## config.mk

```make
export PLATFORM = sky130hd
export DESIGN_NAME = timed_arc_rotation_mover_flat
export DESIGN_NICKNAME = d
export VERILOG_FILES = /design/src/hdl/tarm_pkg.sv /design/src/hdl/tarm_if.sv /design/src/hdl/tarm_div.sv /design/src/hdl/tarm_cordic.sv /design/src/hdl/timed_arc_rotation_mover.sv /design/src/flat_wrapper.sv
export SDC_FILE = /design/constraint.sdc
export NUM_CORES = 2
export LEC_CHECK = 0
export ABC_AREA = 1
export BUFFER_PORTS_ARGS = -buffer_cell sky130_fd_sc_hd__buf_2
export CORE_ASPECT_RATIO = 1.2
export CORE_MARGIN = 2
export CORE_UTILIZATION = 30
export CTS_CLUSTER_DIAMETER = 200
export DETAILED_ROUTE_END_ITERATION = 8
export HOLD_SLACK_MARGIN = 0.12
export SYNTH_ARGS = -nofsm -noshare
export SYNTH_HDL_FRONTEND = slang
export SYNTH_SLANG_ARGS = --single-unit
```

## constraint.sdc

```tcl
create_clock -name clk -period 11.8 [get_ports clk]
set_input_delay 1.18 -clock clk [delete_from_list [all_inputs] [get_ports clk]]
set_output_delay 1.18 -clock clk [all_outputs]
set_load 0.005 [all_outputs]
```

## src/hdl/tarm_pkg.sv

```systemverilog
// Shared types, constants and the arctangent table for the arc rotation mover.
// No dependencies; compiled first.
package tarm_pkg;

  localparam int CORDIC_STEPS = 16;
  localparam int TABLE_LEN    = 24;
  localparam int NSTEPS       = (CORDIC_STEPS < TABLE_LEN) ? CORDIC_STEPS : TABLE_LEN;
  localparam int CNT_W        = $clog2(TABLE_LEN + 1);

  localparam int XW   = 58;  // CORDIC x/y: Q15.8 scaled by 2^30, plus growth
  localparam int ZW   = 34;  // angle accumulator, 2^32 units per turn
  localparam int QW   = 16;  // rate quotient bits
  localparam logic [30:0] GAIN_Q30 = 31'd652032874;

  typedef enum logic [2:0] {
    S_IDLE, S_DIV, S_ANG, S_MULX, S_MULY, S_CST, S_ROT, S_DONE
  } tarm_state_t;

  typedef enum logic [1:0] {
    REG_CENTER_X, REG_CENTER_Y, REG_SWEEP_TIME, REG_SWEEP_ANGLE
  } tarm_reg_t;

  typedef struct packed {
    logic start;
  } tarm_go_t;

  typedef struct packed {
    logic busy;
    logic done;
  } tarm_stat_t;

  function automatic logic [29:0] arc_lut(input logic [CNT_W-1:0] idx);
    logic [29:0] v;
    case (idx)
      5'd0:  v = 30'h20000000;
      5'd1:  v = 30'h12E4051E;
      5'd2:  v = 30'h09FB385B;
      5'd3:  v = 30'h051111D4;
      5'd4:  v = 30'h028B0D43;
      5'd5:  v = 30'h0145D7E1;
      5'd6:  v = 30'h00A2F61E;
      5'd7:  v = 30'h00517C55;
      5'd8:  v = 30'h0028BE53;
      5'd9:  v = 30'h00145F2F;
      5'd10: v = 30'h000A2F98;
      5'd11: v = 30'h000517CC;
      5'd12: v = 30'h00028BE6;
      5'd13: v = 30'h000145F3;
      5'd14: v = 30'h0000A2FA;
      5'd15: v = 30'h0000517D;
      5'd16: v = 30'h000028BE;
      5'd17: v = 30'h0000145F;
      5'd18: v = 30'h00000A30;
      5'd19: v = 30'h00000518;
      5'd20: v = 30'h0000028C;
      5'd21: v = 30'h00000146;
      5'd22: v = 30'h000000A3;
      5'd23: v = 30'h00000051;
      default: v = 30'h0;
    endcase
    return v;
  endfunction

endpackage

```

## src/hdl/tarm_if.sv

```systemverilog
// Valid/ready channel interfaces for the input items and the result items.
// Depends on nothing.
interface tarm_in_if;
  logic               valid;
  logic               ready;
  logic               mode;
  logic signed [23:0] pos_x;
  logic signed [23:0] pos_y;
  logic        [15:0] tick_dt;
  modport source (output valid, mode, pos_x, pos_y, tick_dt, input ready);
  modport sink   (input valid, mode, pos_x, pos_y, tick_dt, output ready);
endinterface

interface tarm_out_if;
  logic               valid;
  logic               ready;
  logic signed [23:0] out_x;
  logic signed [23:0] out_y;
  logic               moved;
  logic               active;
  modport source (output valid, out_x, out_y, moved, active, input ready);
  modport sink   (input valid, out_x, out_y, moved, active, output ready);
endinterface

```

## src/hdl/tarm_div.sv

```systemverilog
// Serial restoring divider: 16 quotient bits of (num << 16) / den, one per cycle.
// Depends on tarm_pkg. Quotient is only meaningful when num < den.
module tarm_div (
  input  logic                 clk,
  input  logic                 rst_n,
  input  tarm_pkg::tarm_go_t   go,
  input  logic [31:0]          num,
  input  logic [31:0]          den,
  output tarm_pkg::tarm_stat_t stat,
  output logic [15:0]          quo
);
  import tarm_pkg::*;

  logic [31:0] rem_r, rem_nxt;
  logic [QW-1:0] q_r, q_nxt;
  logic [4:0] cnt_r, cnt_nxt;
  logic busy_r, busy_nxt, done_r, done_nxt;
  logic [32:0] trial;
  logic ge;

  assign trial = {rem_r, 1'b0};
  assign ge    = trial >= {1'b0, den};

  always_comb begin
    rem_nxt  = rem_r;
    q_nxt    = q_r;
    cnt_nxt  = cnt_r;
    busy_nxt = busy_r;
    done_nxt = 1'b0;
    if (go.start) begin
      rem_nxt  = num;
      q_nxt    = '0;
      cnt_nxt  = 5'(QW);
      busy_nxt = 1'b1;
    end else if (busy_r) begin
      rem_nxt = ge ? 32'(trial - {1'b0, den}) : trial[31:0];
      q_nxt   = {q_r[QW-2:0], ge};
      cnt_nxt = cnt_r - 5'd1;
      if (cnt_r == 5'd1) begin
        busy_nxt = 1'b0;
        done_nxt = 1'b1;
      end
    end
  end

  always_ff @(posedge clk) begin
    rem_r <= rem_nxt;
    q_r   <= q_nxt;
    cnt_r <= cnt_nxt;
    if (!rst_n) begin
      busy_r <= 1'b0;
      done_r <= 1'b0;
    end else begin
      busy_r <= busy_nxt;
      done_r <= done_nxt;
    end
  end

  assign stat.busy = busy_r;
  assign stat.done = done_r;
  assign quo       = q_r;

endmodule

```

## src/hdl/tarm_cordic.sv

```systemverilog
// Iterative CORDIC rotator: one shift/add/subtract micro-rotation per cycle.
// Depends on tarm_pkg for widths, step count and the arctangent table.
module tarm_cordic (
  input  logic                   clk,
  input  logic                   rst_n,
  input  tarm_pkg::tarm_go_t     go,
  input  logic signed [57:0]     x0,
  input  logic signed [57:0]     y0,
  input  logic signed [33:0]     z0,
  output tarm_pkg::tarm_stat_t   stat,
  output logic signed [57:0]     xo,
  output logic signed [57:0]     yo
);
  import tarm_pkg::*;

  logic signed [XW-1:0] x_r, x_nxt, y_r, y_nxt, dx, dy;
  logic signed [ZW-1:0] z_r, z_nxt, at;
  logic [CNT_W-1:0] i_r, i_nxt;
  logic busy_r, busy_nxt, done_r, done_nxt;

  assign dx = y_r >>> i_r;
  assign dy = x_r >>> i_r;
  assign at = $signed({4'b0, arc_lut(i_r)});

  always_comb begin
    x_nxt    = x_r;
    y_nxt    = y_r;
    z_nxt    = z_r;
    i_nxt    = i_r;
    busy_nxt = busy_r;
    done_nxt = 1'b0;
    if (go.start) begin
      x_nxt    = x0;
      y_nxt    = y0;
      z_nxt    = z0;
      i_nxt    = '0;
      busy_nxt = 1'b1;
    end else if (busy_r) begin
      if (!z_r[ZW-1]) begin
        x_nxt = x_r - dx;
        y_nxt = y_r + dy;
        z_nxt = z_r - at;
      end else begin
        x_nxt = x_r + dx;
        y_nxt = y_r - dy;
        z_nxt = z_r + at;
      end
      i_nxt = i_r + 1'b1;
      if (i_r == CNT_W'(NSTEPS - 1)) begin
        busy_nxt = 1'b0;
        done_nxt = 1'b1;
      end
    end
  end

  always_ff @(posedge clk) begin
    x_r <= x_nxt;
    y_r <= y_nxt;
    z_r <= z_nxt;
    i_r <= i_nxt;
    if (!rst_n) begin
      busy_r <= 1'b0;
      done_r <= 1'b0;
    end else begin
      busy_r <= busy_nxt;
      done_r <= done_nxt;
    end
  end

  assign stat.busy = busy_r;
  assign stat.done = done_r;
  assign xo        = x_r;
  assign yo        = y_r;

endmodule

```

## src/hdl/timed_arc_rotation_mover.sv

```systemverilog
// Top level of the arc rotation mover: config registers, sequencer, output register.
// Depends on tarm_pkg, tarm_if, tarm_div and tarm_cordic.
//
// Usage:
//   in_ch  carries items (mode 0 = start from pos_x/pos_y, mode 1 = tick of
//   tick_dt). out_ch returns exactly one result per item. The cfg port
//   (cfg_we, cfg_index, cfg_data) writes center_x, center_y, the sweep
//   duration and sweep_angle; write only while no item is in flight.
//   in_ch.ready is high only while the sequencer is idle; one item at a time.
//   Path from input transfer to the result:
//     start item or finished tick: straight to the final state;
//     moving tick: 16 divider steps for the rate, one
//     multiply for the angle, two gain multiplies on the shared multiplier,
//     then CORDIC_STEPS micro-rotations on the shift/add unit.
//   A new item is accepted only after the result of the previous one has
//   been loaded into the output register.
//   The result sits in an output register; while an earlier result there
//   is untaken and out_ch.ready is low, the sequencer holds in its final
//   state and accepts nothing. Reset (rst_n low, synchronous) restores
//   the register defaults (sweep duration 1.0 s), clears offset and elapsed
//   time, and drops any pending result.
module timed_arc_rotation_mover (
  input  logic        clk,
  input  logic        rst_n,
  tarm_in_if.sink     in_ch,
  tarm_out_if.source  out_ch,
  input  logic        cfg_we,
  input  logic [1:0]  cfg_index,
  input  logic [31:0] cfg_data
);
  import tarm_pkg::*;

  tarm_state_t state_r, state_nxt;

  logic signed [23:0] cx_r, cy_r;
  logic [31:0] lim_r;
  logic signed [21:0] sw_r;
  logic signed [24:0] offx_r, offy_r;
  logic [31:0] ela_r;
  logic mv_r, act_r;
  logic [15:0] ang_r;
  logic signed [XW-1:0] x_r, y_r;

  logic in_fire, finished, out_free;
  logic [32:0] ela_sum;
  logic [31:0] ela_sat;
  tarm_go_t div_go, cor_go;
  tarm_stat_t div_st, cor_st;
  logic [15:0] quo;

  logic [21:0] mag;
  logic [16:0] rate;
  logic [38:0] prod;
  logic [15:0] p16;

  logic signed [24:0] mul_a;
  logic signed [55:0] mul_p;

  logic flip;
  logic [15:0] angq;
  logic signed [XW-1:0] cx0, cy0;
  logic signed [ZW-1:0] cz0;
  logic signed [XW-1:0] cor_x, cor_y, rx_s, ry_s;
  logic signed [28:0] sum_x, sum_y;

  logic out_valid_r;
  logic signed [23:0] ox_r, oy_r;
  logic omv_r, oact_r;
  logic load_out;

  function automatic logic signed [23:0] sat24(input logic signed [28:0] v);
    if (v > 29'sd8388607)       return 24'sh7FFFFF;
    else if (v < -29'sd8388608) return 24'sh800000;
    else                        return v[23:0];
  endfunction

  // config writes
  always_ff @(posedge clk) begin
    if (!rst_n) begin
      cx_r  <= '0;
      cy_r  <= '0;
      lim_r <= 32'd65536;
      sw_r  <= '0;
    end else if (cfg_we) begin
      case (tarm_reg_t'(cfg_index))
        REG_CENTER_X:    cx_r  <= cfg_data[23:0];
        REG_CENTER_Y:    cy_r  <= cfg_data[23:0];
        REG_SWEEP_TIME:  lim_r <= cfg_data;
        REG_SWEEP_ANGLE: sw_r  <= cfg_data[21:0];
        default: ;
      endcase
    end
  end

  assign in_fire  = in_ch.valid && in_ch.ready;
  assign finished = lim_r <= ela_r;
  assign ela_sum  = {1'b0, ela_r} + {17'b0, in_ch.tick_dt};
  assign ela_sat  = ela_sum[32] ? 32'hFFFFFFFF : ela_sum[31:0];
  assign out_free = !out_valid_r || out_ch.ready;

  // rate and angle
  assign mag  = sw_r[21] ? 22'(-sw_r) : sw_r;
  assign rate = (ela_r >= lim_r) ? 17'h10000 : {1'b0, quo};
  assign prod = {17'b0, mag} * {22'b0, rate};
  assign p16  = prod[31:16];

  // shared gain multiplier
  assign mul_a = (state_r == S_MULX) ? offx_r : offy_r;
  assign mul_p = mul_a * $signed({1'b0, GAIN_Q30});

  // half-turn fold for 2nd/3rd quadrant
  always_comb begin
    flip = 1'b0;
    case (ang_r) inside
      [16'd16384:16'd49151]: flip = 1'b1;
      default:               flip = 1'b0;
    endcase
  end
  assign angq = flip ? 16'(ang_r + 16'd32768) : ang_r;
  assign cx0  = flip ? -x_r : x_r;
  assign cy0  = flip ? -y_r : y_r;
  assign cz0  = ZW'($signed({angq, 16'b0}));

  tarm_div u_div (
    .clk(clk), .rst_n(rst_n), .go(div_go), .num(ela_sat), .den(lim_r),
    .stat(div_st), .quo(quo)
  );

  tarm_cordic u_cordic (
    .clk(clk), .rst_n(rst_n), .go(cor_go), .x0(cx0), .y0(cy0), .z0(cz0),
    .stat(cor_st), .xo(cor_x), .yo(cor_y)
  );

  // round half up back to Q15.8, add center, saturate
  assign rx_s  = cor_x + (XW'(1) <<< 29);
  assign ry_s  = cor_y + (XW'(1) <<< 29);
  assign sum_x = 29'(cx_r) + 29'($signed(rx_s[57:30]));
  assign sum_y = 29'(cy_r) + 29'($signed(ry_s[57:30]));

  // next state
  always_comb begin
    state_nxt = state_r;
    case (state_r)
      S_IDLE: begin
        if (in_fire) begin
          if (in_ch.mode && !finished) state_nxt = S_DIV;
          else                         state_nxt = S_DONE;
        end
      end
      S_DIV:  if (div_st.done) state_nxt = S_ANG;
      S_ANG:  state_nxt = S_MULX;
      S_MULX: state_nxt = S_MULY;
      S_MULY: state_nxt = S_CST;
      S_CST:  state_nxt = S_ROT;
      S_ROT:  if (cor_st.done) state_nxt = S_DONE;
      S_DONE: if (out_free) state_nxt = S_IDLE;
      default: state_nxt = S_IDLE;
    endcase
  end

  // sequencer outputs
  always_comb begin
    in_ch.ready  = 1'b0;
    div_go.start = 1'b0;
    cor_go.start = 1'b0;
    load_out     = 1'b0;
    case (state_r)
      S_IDLE: begin
        in_ch.ready  = 1'b1;
        div_go.start = in_ch.valid && in_ch.mode && !finished;
      end
      S_CST:  cor_go.start = 1'b1;
      S_DONE: load_out = out_free;
      default: ;
    endcase
  end

  always_ff @(posedge clk) begin
    if (!rst_n) begin
      state_r <= S_IDLE;
      offx_r  <= '0;
      offy_r  <= '0;
      ela_r   <= '0;
      mv_r    <= 1'b0;
      act_r   <= 1'b0;
    end else begin
      state_r <= state_nxt;
      if (in_fire) begin
        if (!in_ch.mode) begin
          offx_r <= 25'(in_ch.pos_x) - 25'(cx_r);
          offy_r <= 25'(in_ch.pos_y) - 25'(cy_r);
          ela_r  <= '0;
          mv_r   <= 1'b0;
          act_r  <= 1'b1;
        end else if (finished) begin
          mv_r  <= 1'b0;
          act_r <= 1'b0;
        end else begin
          ela_r <= ela_sat;
          mv_r  <= 1'b1;
          act_r <= ela_sat < lim_r;
        end
      end
    end
  end

  // datapath registers
  always_ff @(posedge clk) begin
    if (state_r == S_ANG)
      ang_r <= sw_r[21] ? 16'(16'd0 - p16) : p16;
    if (state_r == S_MULX)
      x_r <= XW'(mul_p);
    if (state_r == S_MULY)
      y_r <= XW'(mul_p);
  end

  // output register
  always_ff @(posedge clk) begin
    if (!rst_n) begin
      out_valid_r <= 1'b0;
    end else if (load_out) begin
      out_valid_r <= 1'b1;
    end else if (out_ch.ready) begin
      out_valid_r <= 1'b0;
    end
    if (load_out) begin
      ox_r   <= mv_r ? sat24(sum_x) : '0;
      oy_r   <= mv_r ? sat24(sum_y) : '0;
      omv_r  <= mv_r;
      oact_r <= act_r;
    end
  end

  assign out_ch.valid  = out_valid_r;
  assign out_ch.out_x  = ox_r;
  assign out_ch.out_y  = oy_r;
  assign out_ch.moved  = omv_r;
  assign out_ch.active = oact_r;

`ifndef SYNTHESIS
  a_ela_hold: assert property (@(posedge clk) disable iff (!rst_n)
    (state_r != S_IDLE) |=> $stable(ela_r))
    else $error("elapsed changed while an item was in flight");

  a_div_done: assert property (@(posedge clk) disable iff (!rst_n)
    div_st.done |-> (state_r == S_DIV))
    else $error("divider finished outside the divide state");

  a_cor_done: assert property (@(posedge clk) disable iff (!rst_n)
    cor_st.done |-> (state_r == S_ROT))
    else $error("rotator finished outside the rotate state");

  a_zero_out: assert property (@(posedge clk) disable iff (!rst_n)
    (out_ch.valid && !out_ch.moved) |-> (out_ch.out_x == 24'sd0 && out_ch.out_y == 24'sd0))
    else $error("non-moving result carries a position");

  a_one_load: assert property (@(posedge clk) disable iff (!rst_n)
    load_out |=> (state_r == S_IDLE && out_ch.valid))
    else $error("result load did not complete the item");
`endif

endmodule
```

## src/flat_wrapper.sv

```systemverilog
// flat-port wrapper written by rule: the top's interface ports become plain ports
module timed_arc_rotation_mover_flat import tarm_pkg::*;
  (clk, rst_n, cfg_we, cfg_index, cfg_data, in_ch_valid, in_ch_mode, in_ch_pos_x, in_ch_pos_y, in_ch_tick_dt, in_ch_ready, out_ch_valid, out_ch_out_x, out_ch_out_y, out_ch_moved, out_ch_active, out_ch_ready);
  tarm_in_if in_ch_i ();
  tarm_out_if out_ch_i ();
  input  logic clk;
  input  logic rst_n;
  input  logic cfg_we;
  input  logic [1:0] cfg_index;
  input  logic [31:0] cfg_data;
  input wire logic [$bits(in_ch_i.valid)-1:0] in_ch_valid;
  input wire logic [$bits(in_ch_i.mode)-1:0] in_ch_mode;
  input wire logic [$bits(in_ch_i.pos_x)-1:0] in_ch_pos_x;
  input wire logic [$bits(in_ch_i.pos_y)-1:0] in_ch_pos_y;
  input wire logic [$bits(in_ch_i.tick_dt)-1:0] in_ch_tick_dt;
  output wire logic [$bits(in_ch_i.ready)-1:0] in_ch_ready;
  output wire logic [$bits(out_ch_i.valid)-1:0] out_ch_valid;
  output wire logic [$bits(out_ch_i.out_x)-1:0] out_ch_out_x;
  output wire logic [$bits(out_ch_i.out_y)-1:0] out_ch_out_y;
  output wire logic [$bits(out_ch_i.moved)-1:0] out_ch_moved;
  output wire logic [$bits(out_ch_i.active)-1:0] out_ch_active;
  input wire logic [$bits(out_ch_i.ready)-1:0] out_ch_ready;
  assign in_ch_i.valid = in_ch_valid;
  assign in_ch_i.mode = in_ch_mode;
  assign in_ch_i.pos_x = in_ch_pos_x;
  assign in_ch_i.pos_y = in_ch_pos_y;
  assign in_ch_i.tick_dt = in_ch_tick_dt;
  assign in_ch_ready = in_ch_i.ready;
  assign out_ch_valid = out_ch_i.valid;
  assign out_ch_out_x = out_ch_i.out_x;
  assign out_ch_out_y = out_ch_i.out_y;
  assign out_ch_moved = out_ch_i.moved;
  assign out_ch_active = out_ch_i.active;
  assign out_ch_i.ready = out_ch_ready;
  timed_arc_rotation_mover u_core (.clk(clk), .rst_n(rst_n), .in_ch(in_ch_i), .out_ch(out_ch_i), .cfg_we(cfg_we), .cfg_index(cfg_index), .cfg_data(cfg_data));
endmodule
```

==> summary by stage <==
Run status
The run finished with clean final reports.

Clocking
In this run, post-CTS repair resized a total of 0 instances. The clock drives 608 sinks. The quantity of hold-fixing buffers added after cts is 0.

The insertion delay of the later-clocked pin in the worst-skew pair is 0.73 ns. No sink is reached through more buffers than the 3 on the longest clock path. The CTS clock-pin slew for the worst setup and hold paths is 0.07 ns. The H-tree depth is 3. The tree is rooted in a sky130_fd_sc_hd__clkbuf_16. The number of clock buffers inserted by TritonCTS is 71.

The clock tree from TritonCTS is built. The number of buffers inserted by post-CTS setup repair is 0.

Synthesis
The count of yosys warnings during synthesis is 0. The xor-xnor portion of the synthesized cell area is 4.807%. Multiplexer cells account for less than 1% of the synthesized area. A synthesized cell averages around 7.1 um^2. The area of the mapped netlist is 79620 um^2. The number of nets in the synthesized netlist is about 13000. Summing the areas of all and, or, nand and nor instances in the mapped netlist gives 21.74% of the synthesized area. The number of storage elements in the synthesis netlist is 608. The number of instances in the synthesized netlist is between 10000 and 15000. Counting distinct cell types in the post-synthesis netlist gives 68. The dominant combinational cell family by area after synthesis is adder cells. The fraction of synthesis flops using an asynchronous set or reset pin is 0%. The share of the Yosys chip area taken by registers is 19.59%. The most used flip-flop cell after synthesis is sky130_fd_sc_hd__edfxtp_1.

The synthesized netlist devotes 16.01% of its cell area to compound gates. Yosys mapped a number of flops with a built-in enable equal to 342. The fraction of the mapped netlist area in adder cells is between 20% and 30%.

Routing
Before antenna repair, the detailed router went through 6 iterations. The post-detailed-routing wire length is 302700 um. In the routed design, unresolved DRC markers number 0. Dividing the detail-routed wire length by the instance count gives 20.45 um. The first routing iteration left between 6000 and 7000 violations. The total number of vias is 75780. In the routed layout, each cell is associated on average with a via count of 5.120. The detail route stage leaves a number of antenna-violating nets equal to 0.

Critical path
In this run the critical register-to-register path is launched from u_core.ela_r[15]$_SDFFE_PN0P_. The required time of the critical path is 12.21 ns. The critical path buffer and inverter count is 7.

The critical path class is flop to flop. The highest cell delay on the worst timing path is 1.03 ns. The maximum fanout along the worst path is 14. The start point of the critical path is u_core.ela_r[15]$_SDFFE_PN0P_. The nature of the critical path startpoint is a flop. In this design, the largest share of critical-path delay is due to simple AND/OR/NAND/NOR gates. STA puts the critical path data arrival time at 10.07 ns. The setup slack on the worst flop-to-flop path is 2.14 ns. The endpoint identified for the worst register-to-register timing path is u_core.ang_r[14]$_DFFE_PP_.

Measured in cells, the most critical reg-to-reg path has a length of 37. The most repeated library cell on the critical path is sky130_fd_sc_hd__nand2_1. The type of element capturing the critical path is a flop. The slowest stage cell on the critical path is sky130_fd_sc_hd__nor2_1.

Timing
The number of failing setup endpoints in the final timing report is 0. The max-slew violation count came to 0. The final period utilization is approximately 80%. The actual transition at the worst max-transition pin is about 1.4 ns. The hold violation count in the final report came to 0. Setup repair after global routing left no endpoint under its margin. The setup slack of the critical path after layout is 2.142 ns. The headroom to the max-slew limit is approximately 8%. Summed over all failing endpoints, the final setup total negative slack is 0 ns. The shortest clock period the worst path allows after layout is between 9 and 10 ns. Between clock sinks in the finished design, the worst skew comes to 0.06018 ns. The maximum achievable frequency is 0.1035 GHz.

Layout
The number of filler instances in the final layout is 28960. From synthesis to final layout, the design area changed by 8.731%. The share of post-route cells with drive strength above 1 is around 4.1%. The library cell used most frequently in the layout, excluding fill and tap cells, is sky130_fd_sc_hd__nand2_1. The net count reported at finish is 12600.

In the layout the commonest cells are 2507 x sky130_fd_sc_hd__nand2_1, 1866 x sky130_fd_sc_hd__inv_1, 907 x sky130_fd_sc_hd__nor2_1.

Global route
The initial antenna violation count is 14. For this run the aggregate overflow at the end of global routing stands at 0. Entering global routing, the biggest net connects between 150 and 200 pins.

The first global-routing pass estimated 451900 um of wire. For this run, the total global-route usage over all layers was measured as 21.92%. The via count of the first global-routing pass is 74620.

Worst hold path
In this run the most critical hold path is launched from u_core.act_r$_SDFFE_PN0P_. The min-delay analysis places its worst path in the category flop to flop. The endpoint of the worst hold path is u_core.out_ch.active$_DFFE_PP_.

The number of cells traversed by the worst hold path is 0.

Run
The count of maximum capacitance violations is 0.

Floorplan
In this run the core area contains between 200 and 250 standard-cell rows. The die boundary width is 474.3 um. The initial utilization of the core area, before any placement, comes to between 30% and 40%. The height of the die is 568.3 um. The total core area is 264400 um^2. In this run the count of I/O pins placed on the die edge is 156. The die covers 269600 um^2.

Placement
At the placement stage, the worst setup path has a slack of 2.252 ns. During placement, the flow inserted port buffers numbering 155. The final HPWL from detailed placement is 253700 um. At the end of routability-driven placement, the weighted congestion stood at 1.023.
how the worst max path moves through the flow:
stage	cells past startpoint	to
detailed placement	37	u_core.ang_r[14]$_DFFE_PP_
floorplan	28	u_core.x_r[55]$_DFFE_PP_
CTS	37	u_core.ang_r[14]$_DFFE_PP_
global placement	27	u_core.x_r[55]$_DFFE_PP_
finish	37	u_core.ang_r[14]$_DFFE_PP_
global route	37	u_core.ang_r[14]$_DFFE_PP_
cells by family after synthesis:
| group | count (synthesis) |
|---|---|
| mux | 72 |
| simple gates | 4230 |
| xor+xnor | 437 |
| compound gates | 2332 |
| flops | 608 |
| fa+ha+maj | 1312 |
| buf+inv | 2215 |
state kept, by name, indices dropped and copies added (netlist names), 25 cells and up:
register / count
u_core.ela_r: 32
u_core.lim_r: 32
u_core.offx_r: 25
u_core.offy_r: 25
u_core.u_cordic.at: 30
u_core.u_cordic.xo: 58
u_core.u_cordic.yo: 58
u_core.u_cordic.z_r: 34
u_core.u_div.rem_r: 32
u_core.x_r: 55
u_core.y_r: 55
routing by layer:
metal / up-vias / GRT usage, % / wire length [um]
li1: 36400 / - / -
met2: 2679 / 37.86 / 144800
met5: - / 0 / 60
met3: 749 / 2.423 / 17350
met4: 10 / 12.45 / 19520
met1: 35950 / 26.31 / 120900
layout make-up:
class                           count  area, um^2  area share (%)
Multi-Input combinational cell   8383       55640           64.27
Sequential cell                   608       15610           18.03
Inverter                         1895        7124           8.230
Tap cell                         3553        4446           5.135
Clock buffer                       80        1843           2.129
Timing Repair Buffer              222        1306           1.509
Clock inverter                     50       575.6          0.6648
Antenna cell                       11       27.53         0.03180
synthesized netlist by cell type (59+ instances only):
cell	number	share of area (%)
sky130_fd_sc_hd__clkbuf_1	225	1.1
sky130_fd_sc_hd__nor3_1	123	0.77
sky130_fd_sc_hd__nand2_1	2509	12
sky130_fd_sc_hd__xor2_1	305	3.4
sky130_fd_sc_hd__xnor2_1	132	1.5
sky130_fd_sc_hd__fa_1	599	15
sky130_fd_sc_hd__ha_1	713	11
sky130_fd_sc_hd__inv_1	1869	8.8
sky130_fd_sc_hd__dfxtp_1	266	6.7
sky130_fd_sc_hd__nand4_1	103	0.81
sky130_fd_sc_hd__edfxtp_1	342	13
sky130_fd_sc_hd__o211ai_1	104	0.98
sky130_fd_sc_hd__nor4_1	61	0.48
sky130_fd_sc_hd__a31oi_1	59	0.46
sky130_fd_sc_hd__o21ai_0	845	5.3
sky130_fd_sc_hd__a21oi_1	884	5.6
sky130_fd_sc_hd__mux2i_1	71	0.89
sky130_fd_sc_hd__nor2_1	912	4.3
sky130_fd_sc_hd__nand3_1	405	2.5
sky130_fd_sc_hd__o21ai_1	166	1.0
stage by stage:
stage               utilization, %  hold slack (ns)  area, um^2  std cells
finish                       32.74           0.4457       86570      14800
global route                 32.73           0.4449       86550      14790
CTS                          32.73           0.4397       86540      14790
detailed placement           31.81           0.4274       84120      14660
global placement             31.81           0.4189       84120      14660
floorplan                        -           0.4086       79620      11210
Power is not shown: default switching activity piles up to over one toggle a cycle in this logic, so the estimate is an artifact.
